==> config.mk <==
export PLATFORM = sky130hd
export DESIGN_NAME = smf_hist
export DESIGN_NICKNAME = d
export VERILOG_FILES = /design/src/rtl/sliding_median_filter_assert.svh /design/src/rtl/smf_pkg.sv /design/src/rtl/smf_hist.sv
export SDC_FILE = /design/constraint.sdc
export NUM_CORES = 1
export LEC_CHECK = 0
export BUFFER_PORTS_ARGS = -buffer_cell sky130_fd_sc_hd__clkbuf_2
export CORE_MARGIN = 1
export CORE_UTILIZATION = 40
export CTS_CLUSTER_SIZE = 12
export DETAILED_ROUTE_END_ITERATION = 10
export SYNTH_ARGS = -nofsm -noshare
export SYNTH_HDL_FRONTEND = slang
export SYNTH_SLANG_ARGS = --single-unit
==> constraint.sdc <==
create_clock -name clk -period 4.76 [get_ports clk]
set_clock_uncertainty 0.15 [all_clocks]
set_input_delay 0.238 -clock clk [delete_from_list [all_inputs] [get_ports clk]]
set_output_delay 0.238 -clock clk [all_outputs]
set_load 0.05 [all_outputs]
==> src/rtl/sliding_median_filter_assert.svh <==
// ----------------------------------------------------------------------------
// Sliding median filter assertion macros
// Concurrent assertion wrappers; they compile to nothing when SYNTH is set.
// ----------------------------------------------------------------------------
`ifndef SLIDING_MEDIAN_FILTER_ASSERT_SVH
`define SLIDING_MEDIAN_FILTER_ASSERT_SVH

`ifndef SYNTH

// checked only outside reset
`define SMF_ASSERT(lbl, clk, rst_n, prop, msg) \
	lbl: assert property (@(posedge clk) disable iff (!rst_n) prop) else $error(msg);

// checked at every edge, reset included
`define SMF_ASSERT_ALWAYS(lbl, clk, prop, msg) \
	lbl: assert property (@(posedge clk) prop) else $error(msg);

`else

`define SMF_ASSERT(lbl, clk, rst_n, prop, msg)
`define SMF_ASSERT_ALWAYS(lbl, clk, prop, msg)

`endif

`endif

==> src/rtl/smf_pkg.sv <==
// ----------------------------------------------------------------------------
// Sliding median filter package
// Shared constants and the sorter command type.
// ----------------------------------------------------------------------------
package smf_pkg;

	localparam int MAX_WINDOW_DEF   = 63;
	localparam int SAMPLE_WIDTH_DEF = 20;

	localparam int           CFG_W    = 6;
	localparam logic [5:0]   WS_RESET = 6'd31;

	// commands from the sequencer to the sorter chain
	typedef struct packed {
		logic clear;
		logic insert;
		logic shift;
	} sort_cmd_t;

endpackage

==> src/rtl/smf_hist.sv <==
// ----------------------------------------------------------------------------
// Sample history memory
// Circular buffer of recent samples, one write and one registered read port.
// ----------------------------------------------------------------------------
module smf_hist #(
	parameter int DEPTH  = smf_pkg::MAX_WINDOW_DEF,
	parameter int SW     = smf_pkg::SAMPLE_WIDTH_DEF,
	parameter int ADDR_W = $clog2(DEPTH)
) (
	input  logic                     clk,
	input  logic                     we,
	input  logic        [ADDR_W-1:0] waddr,
	input  logic signed [SW-1:0]     wdata,
	input  logic        [ADDR_W-1:0] raddr,
	output logic signed [SW-1:0]     rdata
);

	logic signed [SW-1:0] mem [DEPTH];
	logic signed [SW-1:0] rdata_q;

	always_ff @(posedge clk) begin
		if (we) begin
			mem[waddr] <= wdata;
		end
		rdata_q <= mem[raddr];
	end

	assign rdata = rdata_q;

endmodule

==> impl_metrics.yaml <==
drt:
  drc: 0
  routed_wl_um: 124000
  wl_per_cell_um: 30.3
  vias: 23600
  drt-initial-drc-count: 2833
  vias_per_cell: 5.75
  dr.pass1.iters: 5
  ant_nets: 0
timing:
  rsz0062_at_grt: "no"
  slew_viol_final: 0
  tns_ns: 0
  clock.fmax_mhz: 350
  worst_pin_slew_ns: 1.35
  slew_headroom: 0.100
  setup_viol: 0
  finalHoldViolations: 0
  fin_ws_ns: 1.91
  min_period_ns: 2.85
  fin_crit_sh: 0.600
global_route:
  globalRoute.totalOverflow: 0
  grt_pass1_wl_um: 177000
  grt_max_degree: 99
  grt_pass1_vias: 24300
  grt_usage: 0.204
  antenna_found_initial: 3
die:
  row_count: 127
  core_area_mm2: 0.121
  die_y_um: 352
  die-area_mm2: 0.124
  initial_utilization: 0.405
  die_w_um: 352
  ios: 54
setup_path:
  cp.required_ns: 5.14
  crit_path_max_incr_delay_ns: 0.69
  cp_slowest_cell: "buf_4"
  arrival_ns: 3.23
  path_delay_family: "buffers and inverters"
  r2r_slack_ns: 2.19
  crit_fanout: 72
  end_kind: "flip-flop"
  worstRegToRegCells: 4
  startpoint: "raddr[1]"
  start_kind: "input port"
  r2r_start: "mem[1][11]"
  crit_chain: "buf_8, buf_4, mux4_2, nor2_1, a211oi_1, nand3_1, o311ai_0"
  r2r-end: "rdata[11]"
  critical_path_class: "in2reg"
  crit_buf_inv: 2
clock_tree:
  ctsResizeCount: 0
  tritoncts: "built"
  clk_pin_slew_ns: 0.06
  ctsHoldBuffers: 1
  clockBufferDepth: 3
  postCtsSetupRepairBufs: 0
  cts_buffers: 134
  cts_root_buf: "clkbuf_16"
  cts.sinks: 1280
  htree_levels: 4
  clk_latency_ns: 0.74
power_and_ir_drop:
  p_leak_nw: 17.3
  p_total_mw: 23.5
  max-vdd-ir-drop_mv: 0.359
  p_per_area_mw_per_mm2: 422
synthesis:
  ys_seq_elements: 1280
  synth_fp_nets: 2266
  synthCells: 2232
  avgSynthCellArea_um2: 21.9
  syn_area_mm2: 0.0489
  ys.warnings.count: 0
  synth.distinct_cells: 44
  ys_seq_area_frac: 0.782
final_layout:
  final_layout_size_suffix_gt1_frac: 0.273
  syn2layout_area_growth_pct: 13.8
  fin_util: 0.461
  final_nets: 2434
run_status:
  status: "completed"
min_path:
  min_to: "mem[59][1]"
  whs_path_depth: 2
  hp-start: "wdata[1]"
  hold_path_class: "in2reg"
place:
  dp_slack_ns: 1.19
  dp_hpwl_um: 70600
  port_buffers: 53
  routabilityCongestion: 0.815
flow_run:
  drv_cap: 0
[registers in the layout, summed over array words and instances, names as in the netlist]
| register | flops |
|---|---|
| rdata | 20 |
| mem | 1260 |
[synth_stat cells, drive strengths merged]
cell,count,area (um^2)
or2,4,25.0
buf,69,487
and2,4,25.0
nand3b,5,37.5
edfxtp,1260,37800
a21oi,25,125
o211ai,18,135
a31oi,6,37.5
o21ai,35,175
nand3,16,80.1
mux4,280,6310
or3b,1,8.76
clkbuf,58,218
o32a,3,30.0
nand4,4,25.0
o221ai,21,184
nor3,6,30.0
o22ai,43,269
nand2b,13,81.3
inv,1,3.75
a22o,1,8.76
o311ai,15,131
a221o,4,40.0
nor4bb,1,10.0
or3,4,25.0
dfxtp,20,400
nand2,54,203
a22oi,4,30.0
a211oi,28,210
o31ai,1,7.51
mux2i,107,1070
a211o,1,8.76
nor2,88,330
a2111o,1,11.3
nor2b,15,93.8
a2111oi,1,8.76
mux2,15,169
[layer usage]
| layer | up-vias | global-route usage | part of all wire |
|---|---|---|---|
| met5 | - | 0 | 0.00013 |
| met4 | 4 | 0.0623 | 0.026 |
| met3 | 187 | 0.0423 | 0.074 |
| met2 | 931 | 0.322 | 0.48 |
| met1 | 12700 | 0.285 | 0.42 |
| li1 | 9739 | - | - |
[cells in the final DEF (no fill, tap or decap), types with 41 or more instances in the layout]
cell	Yosys	layout
nand2_1	54	54
o22ai_1	43	43
mux4_2	280	280
clkbuf_2	0	49
nor2_2	0	41
clkbuf_16	0	138
mux2i_1	107	107
clkbuf_1	58	51
buf_4	15	98
edfxtp_1	1260	1260
[power breakdown]
part           internal, mW  switching [mW]
clock network          5.54            4.16
registers              12.5          0.0477
logic                 0.411           0.854
total                  18.4            5.06
[worst reg2reg max path: cells and delay by family (launching register included)]
family / cells / cell delay (ns)
DFF: 1 / 0.37
muxes: 2 / 1.01
AOI/OAI and AO/OA: 2 / 0.86
[logic make-up after synthesis]
| group | count (synthesis) | synth area share |
|---|---|---|
| DFF | 1280 | 0.782 |
| buffers and inverters | 128 | 0.0145 |
| muxes | 402 | 0.154 |
| AOI/OAI and AO/OA | 207 | 0.0289 |
| and+or+nand+nor | 215 | 0.0199 |
[cell type report]
type / count / area, um^2
diodes: 2 / 5.00
clock buffers: 192 / 3690
clock inverters: 31 / 293
fillers: 9896 / 65000
inverters: 1 / 3.75
multi-input cells: 824 / 10200
flip-flops and latches: 1280 / 38200
well taps: 1612 / 2020
repair buffers: 159 / 1190
[per-stage QoR]
| step | hold WS (ns) | instance area (um^2) | cells |
|---|---|---|---|
| 2_1_floorplan | 0.187 | 48900 | 2232 |
| 3_3_place_gp | 0.591 | 51600 | 3875 |
| 3_5_place_dp | 0.585 | 51600 | 3875 |
| 4_1_cts | 0.00241 | 55600 | 4099 |
| 5_1_grt | 0.0286 | 55600 | 4099 |
| 6_report | 0.0148 | 55600 | 4101 |
[worst max-delay path by stage]
| stage | end | slack (ns) | depth (start not counted) |
|---|---|---|---|
| finish | rdata[6] | 1.91 | 7 |
| global route | rdata[11] | 1.71 | 6 |
| CTS | rdata[11] | 1.95 | 6 |
| detailed placement | rdata[10] | 1.19 | 8 |
| global placement | rdata[10] | 1.16 | 8 |
| floorplan | mem[32][0] | 1.91 | 4 |
(Power assumes the default switching activity.)
