[src/rtl/sliding_median_filter_assert.svh]
// ----------------------------------------------------------------------------
// Sliding median filter assertion macros
// Concurrent assertion wrappers; they compile to nothing when SYNTH is set.
// ----------------------------------------------------------------------------
`ifndef SLIDING_MEDIAN_FILTER_ASSERT_SVH
`define SLIDING_MEDIAN_FILTER_ASSERT_SVH

`ifndef SYNTH

// checked only outside reset
`define SMF_ASSERT(lbl, clk, rst_n, prop, msg) \
	lbl: assert property (@(posedge clk) disable iff (!rst_n) prop) else $error(msg);

// checked at every edge, reset included
`define SMF_ASSERT_ALWAYS(lbl, clk, prop, msg) \
	lbl: assert property (@(posedge clk) prop) else $error(msg);

`else

`define SMF_ASSERT(lbl, clk, rst_n, prop, msg)
`define SMF_ASSERT_ALWAYS(lbl, clk, prop, msg)

`endif

`endif

[src/rtl/smf_pkg.sv]
// ----------------------------------------------------------------------------
// Sliding median filter package
// Shared constants and the sorter command type.
// ----------------------------------------------------------------------------
package smf_pkg;

	localparam int MAX_WINDOW_DEF   = 63;
	localparam int SAMPLE_WIDTH_DEF = 20;

	localparam int           CFG_W    = 6;
	localparam logic [5:0]   WS_RESET = 6'd31;

	// commands from the sequencer to the sorter chain
	typedef struct packed {
		logic clear;
		logic insert;
		logic shift;
	} sort_cmd_t;

endpackage

[src/rtl/smf_cell.sv]
// ----------------------------------------------------------------------------
// Sorter cell
// One slot of the ascending insertion chain; empty slots act as +infinity.
// ----------------------------------------------------------------------------
module smf_cell #(
	parameter int SW = smf_pkg::SAMPLE_WIDTH_DEF
) (
	input  logic                 clk,
	input  logic                 arst_n,
	input  smf_pkg::sort_cmd_t   cmd,
	input  logic signed [SW-1:0] x,
	input  logic signed [SW-1:0] lo_val,
	input  logic                 lo_vld,
	input  logic                 lo_gt,
	input  logic signed [SW-1:0] hi_val,
	input  logic                 hi_vld,
	output logic signed [SW-1:0] val,
	output logic                 vld,
	output logic                 gt
);

	logic signed [SW-1:0] val_q;
	logic                 vld_q;

	// new value belongs at or below this slot
	assign gt = !vld_q || (x < val_q);

	always_ff @(posedge clk or negedge arst_n) begin
		if (!arst_n) begin
			vld_q <= 1'b0;
		end else if (cmd.clear) begin
			vld_q <= 1'b0;
		end else if (cmd.insert && gt) begin
			vld_q <= lo_gt ? lo_vld : 1'b1;
		end else if (cmd.shift) begin
			vld_q <= hi_vld;
		end
	end

	always_ff @(posedge clk) begin
		if (cmd.insert && gt) begin
			val_q <= lo_gt ? lo_val : x;
		end else if (cmd.shift) begin
			val_q <= hi_val;
		end
	end

	assign val = val_q;
	assign vld = vld_q;

endmodule

[src/rtl/smf_sorter.sv]
// ----------------------------------------------------------------------------
// Sorter chain
// Row of insertion cells; shifts toward cell 0 to walk the sorted order.
// ----------------------------------------------------------------------------
module smf_sorter #(
	parameter int N  = smf_pkg::MAX_WINDOW_DEF,
	parameter int SW = smf_pkg::SAMPLE_WIDTH_DEF
) (
	input  logic                 clk,
	input  logic                 arst_n,
	input  smf_pkg::sort_cmd_t   cmd,
	input  logic signed [SW-1:0] x,
	output logic signed [SW-1:0] low0,
	output logic signed [SW-1:0] low1
);

	logic signed [SW-1:0] val_w [N];
	logic                 vld_w [N];
	logic                 gt_w  [N];

	genvar i;
	generate
		for (i = 0; i < N; i++) begin : g_cell
			logic signed [SW-1:0] lo_val;
			logic                 lo_vld;
			logic                 lo_gt;
			logic signed [SW-1:0] hi_val;
			logic                 hi_vld;

			if (i == 0) begin : g_bot
				assign lo_val = '0;
				assign lo_vld = 1'b0;
				assign lo_gt  = 1'b0;
			end else begin : g_mid_lo
				assign lo_val = val_w[i-1];
				assign lo_vld = vld_w[i-1];
				assign lo_gt  = gt_w[i-1];
			end

			if (i == N - 1) begin : g_top
				assign hi_val = '0;
				assign hi_vld = 1'b0;
			end else begin : g_mid_hi
				assign hi_val = val_w[i+1];
				assign hi_vld = vld_w[i+1];
			end

			smf_cell #(
				.SW(SW)
			) u_cell (
				.clk   (clk),
				.arst_n(arst_n),
				.cmd   (cmd),
				.x     (x),
				.lo_val(lo_val),
				.lo_vld(lo_vld),
				.lo_gt (lo_gt),
				.hi_val(hi_val),
				.hi_vld(hi_vld),
				.val   (val_w[i]),
				.vld   (vld_w[i]),
				.gt    (gt_w[i])
			);
		end
	endgenerate

	assign low0 = val_w[0];
	assign low1 = val_w[1];

endmodule

[config.mk]
export PLATFORM = sky130hd
export DESIGN_NAME = smf_sorter
export DESIGN_NICKNAME = d
export VERILOG_FILES = /design/src/rtl/sliding_median_filter_assert.svh /design/src/rtl/smf_pkg.sv /design/src/rtl/smf_cell.sv /design/src/rtl/smf_sorter.sv
export SDC_FILE = /design/constraint.sdc
export NUM_CORES = 2
export LEC_CHECK = 0
export BUFFER_PORTS_ARGS = -buffer_cell sky130_fd_sc_hd__buf_2
export CAP_MARGIN = 20
export CELL_PAD_IN_SITES_DETAIL_PLACEMENT = 1
export CELL_PAD_IN_SITES_GLOBAL_PLACEMENT = 2
export CORE_ASPECT_RATIO = 0.6
export CORE_UTILIZATION = 38
export DETAILED_ROUTE_END_ITERATION = 10
export PLACE_DENSITY_LB_ADDON = 0.08
export SETUP_SLACK_MARGIN = 0.05
export SLEW_MARGIN = 10
export SYNTH_ARGS = -nofsm -noshare
export SYNTH_HDL_FRONTEND = slang
export SYNTH_SLANG_ARGS = --single-unit
[constraint.sdc]
create_clock -name clk -period 3.3 [get_ports clk]
set_input_delay 0.495 -clock clk [delete_from_list [all_inputs] [get_ports clk]]
set_output_delay 0.495 -clock clk [all_outputs]
set_load 0.02 [all_outputs]
==> results.yml <==
clock_network:
  cts_made_buffers: 162
  cts_tree: "yes"
  clock_sinks: 1323
  clk_pin_slew_ps: 70
  clock_path_buffers: 4
  clk_latency_ps: 870
  h-tree-depth: 4
  cts_root_buf: "clkbuf_16"
timing:
  min_period_ps: 3315
  slew_viol_final: 0
  hold-worst-slack_ps: 209.0
  max_freq_ghz: 0.3016
  rsz0062_at_grt: "true"
  setup_viol: 2
  fin_crit_sh_pct: 100.5
  setup_slack_ps: -15.38
  relSlewSlack_pct: 31.01
  worstMarginPinSlew_ps: 1035
  hold_viol: 0
  fin_worst_skew_ps: 45.22
critical_path:
  crit_path_start_kind: "input pin"
  cp_data_arrival_time_ps: 3890
  cp_slowest_cell: "a2111o_1"
  critical_path.max_stage_delay_ps: 550
  worst-setup-path-type: "in -> reg"
  cp_common_cell: "buf_4"
  ff2ff_path_depth: 10
  required_ps: 3870
  crit_chain: "buf_8 > buf_4 > buf_4 > ha_1 > a21oi_1 > o21ai_0 > a2111o_1 > o21bai_2 > buf_12 > buf_4 > mux2i_1 > a21oi_1"
  worstPathMaxFanout: 14
  worstSetupEndpointType: "flop"
synthesis:
  synth-edff-count: 1260
  ys_ff_latch: 1323
  synth_area_sq_um: 107400
  ys_seq_area_share_pct: 36.69
  synth_nets: 12870
  yosysWarningCount: 0
  synth_cell_types: 99
  synth_top_area_share_pct: 35.22
  async_flop_share_pct: 4.762
  yosysTopAreaCell: "edfxtp_1"
  yosys_most_used_dff: "edfxtp_1"
  syn_inst: 11650
  yosys-top-cells-area: "edfxtp_1 (35%), ha_1 (14%), mux2i_1 (11%), inv_1 (4.4%), o21ai_0 (3.8%)"
  synth_area_per_cell_sq_um: 9.222
floorplanning:
  die_h_um: 413.8
  die_x_um: 688.4
  num_rows: 150
  fp.dieArea_sq_um: 284900
  initial_utilization_pct: 38.39
  core_area_sq_um: 279800
  top_level_ports: 65
run:
  cap_violations: 0
placement:
  routabilityCongestion: 0.9515
  place_inst: 16150
  preCtsSetupSlack_ps: -830.1
  io_buffers: 64
  place_hpwl_mm: 352.2
drt:
  drt_iter0_markers: 8566
  vias: 98570
  routed-wl-met2_mm: 183.7
  drc: 0
  antenna_left: 0
  top_layer: "met5"
  wl_met3_mm: 37.91
  routed_wl_mm: 450.4
  viasPerCell: 5.989
  dr.pass1.iters: 8
  routedWlPerCell_um: 27.37
  wl_met1_mm: 218.8
layout:
  nFillCells: 31520
  multi_input_area_sq_um: 60490
  seqCellArea_sq_um: 39420
  finish.cell_count_without_fillers: 16460
  fin_nets: 13830
  syn_to_final_growth_pct: 20.83
  layout-drive-gt1-share_pct: 17.63
global_routing:
  antenna_found_initial: 23
  grt.total_usage_pct: 30.76
  grt_pass1_vias: 100900
  grt_pass1_wl_mm: 664.4
  gr-total-overflow: 0
  grt_start_max_net_pins: 76
outcome:
  violations: "negative setup slack"
  status: "finished, violations left"
power:
  ir_worst_vdd_mv: 0.5050
  power_density_nw_per_um2: 792.8
  cellLeakagePower_nw: 58.60
  p_total_mw: 102.9
min_path:
  holdCritPathClass: "in -> async"
stage by stage:
| stage | instance area, sq um | TNS, ps | utilization [%] |
|---|---|---|---|
| 5_1_grt | 129800 | -1151 | 46.38 |
| 3_3_place_gp | 123900 | -708490 | 44.29 |
| 2_1_floorplan | 107400 | 0 | - |
| 6_report | 129800 | -16.70 | 46.38 |
| 3_5_place_dp | 123900 | -861080 | 44.29 |
| 4_1_cts | 129300 | 0 | 46.20 |
flip-flops by register name (all words and copies together), names as in the netlist:
signal,count
g_cell.u_cell.val,1260
g_cell.u_cell.vld,63
area by class of cell:
type,instances,share of cell area (%)
multi-input cells,8217,46.60
clock inverters,75,0.5736
repair buffers,1635,11.72
flip-flops and latches,1323,30.37
inverters,1272,3.684
well taps,3724,3.590
clock buffers,209,3.449
diodes,5,0.009640
power breakdown:
group	internal, mW	switching [mW]
Sequential	27.5	6.14
Combinational	20.7	29.7
Clock	10.7	8.17
Total	58.9	44.0
worst max-delay path, delay by kind of cell:
kind	cells	cell delay, ps
fa+ha+maj	1	270
buf+inv	5	1280
compound gates	5	1300
mux	1	450
metal layers:
layer	vias to the layer above	global-route usage, %
met5	-	0
met2	3015	44.43
met3	454	7.280
li1	44890	-
met4	4	6.609
met1	50210	46.09
worst paths after layout:
check                                            end  slack (ps)                       from
setup reg to reg            g_cell[54].u_cell.val[5]          10  g_cell[53].u_cell.val[13]
hold reg to reg             g_cell[3].u_cell.val[11]         610   g_cell[4].u_cell.val[11]
hold / removal                 g_cell[51].u_cell.vld         210                     arst_n
setup / recovery           g_cell[11].u_cell.val[12]         -20                      x[11]
max in group asynchronous      g_cell[22].u_cell.vld        2070                     arst_n
min in group clk               g_cell[62].u_cell.vld         220                     cmd[1]
kinds of logic after synthesis:
kind of cell	synth area share [%]
adder cells (fa/ha/maj)	13.94
multiplexers	12.54
buffers and inverters	7.767
AND/OR/NAND/NOR	11.96
AO/OA/AOI/OAI	17.10
flip-flops	36.69
Yosys cell counts (all sizes together) (186+ instances only):
cell type and count:
a21oi 805, mux2i 1135, inv 1271, nor2 633, buf 219, ha 1197, mux2 186, a31oi 518
o21ai 844, clkbuf 617, nand3 540, nand2 702, nor3 251, edfxtp 1260
repair_timing:
item,in CTS,in global routing
pin swaps,5,17
setup buffers,2,15
endpoints found under the hold margin,31,0
cloned,1,4
hold buffers,1,0
setup endpoints to repair,127,328
resized for setup,24,61
layout by cell type (no fill, tap or decap), types with 43 or more instances in the layout:
cell / Yosys / layout
a21oi_1: 803 / 798
dfrtp_1: 63 / 59
nand3_1: 540 / 540
or3_1: 45 / 45
ha_1: 1197 / 1191
a21o_1: 125 / 125
buf_12: 0 / 222
nand2_1: 702 / 701
nor2_1: 633 / 611
nor3_1: 249 / 238
inv_1: 1271 / 1265
clkbuf_16: 0 / 171
o221ai_1: 78 / 78
nor2b_1: 43 / 43
a211oi_1: 150 / 143
o211ai_1: 49 / 49
edfxtp_1: 1260 / 1260
nand4_1: 136 / 136
mux2i_1: 1134 / 1126
nand2b_1: 101 / 101
mux2_2: 162 / 159
a31oi_1: 518 / 515
and3_1: 45 / 45
o311ai_0: 45 / 43
buf_4: 33 / 1337
o21ai_0: 814 / 804
Note: power is estimated with default switching activity, not from simulation.
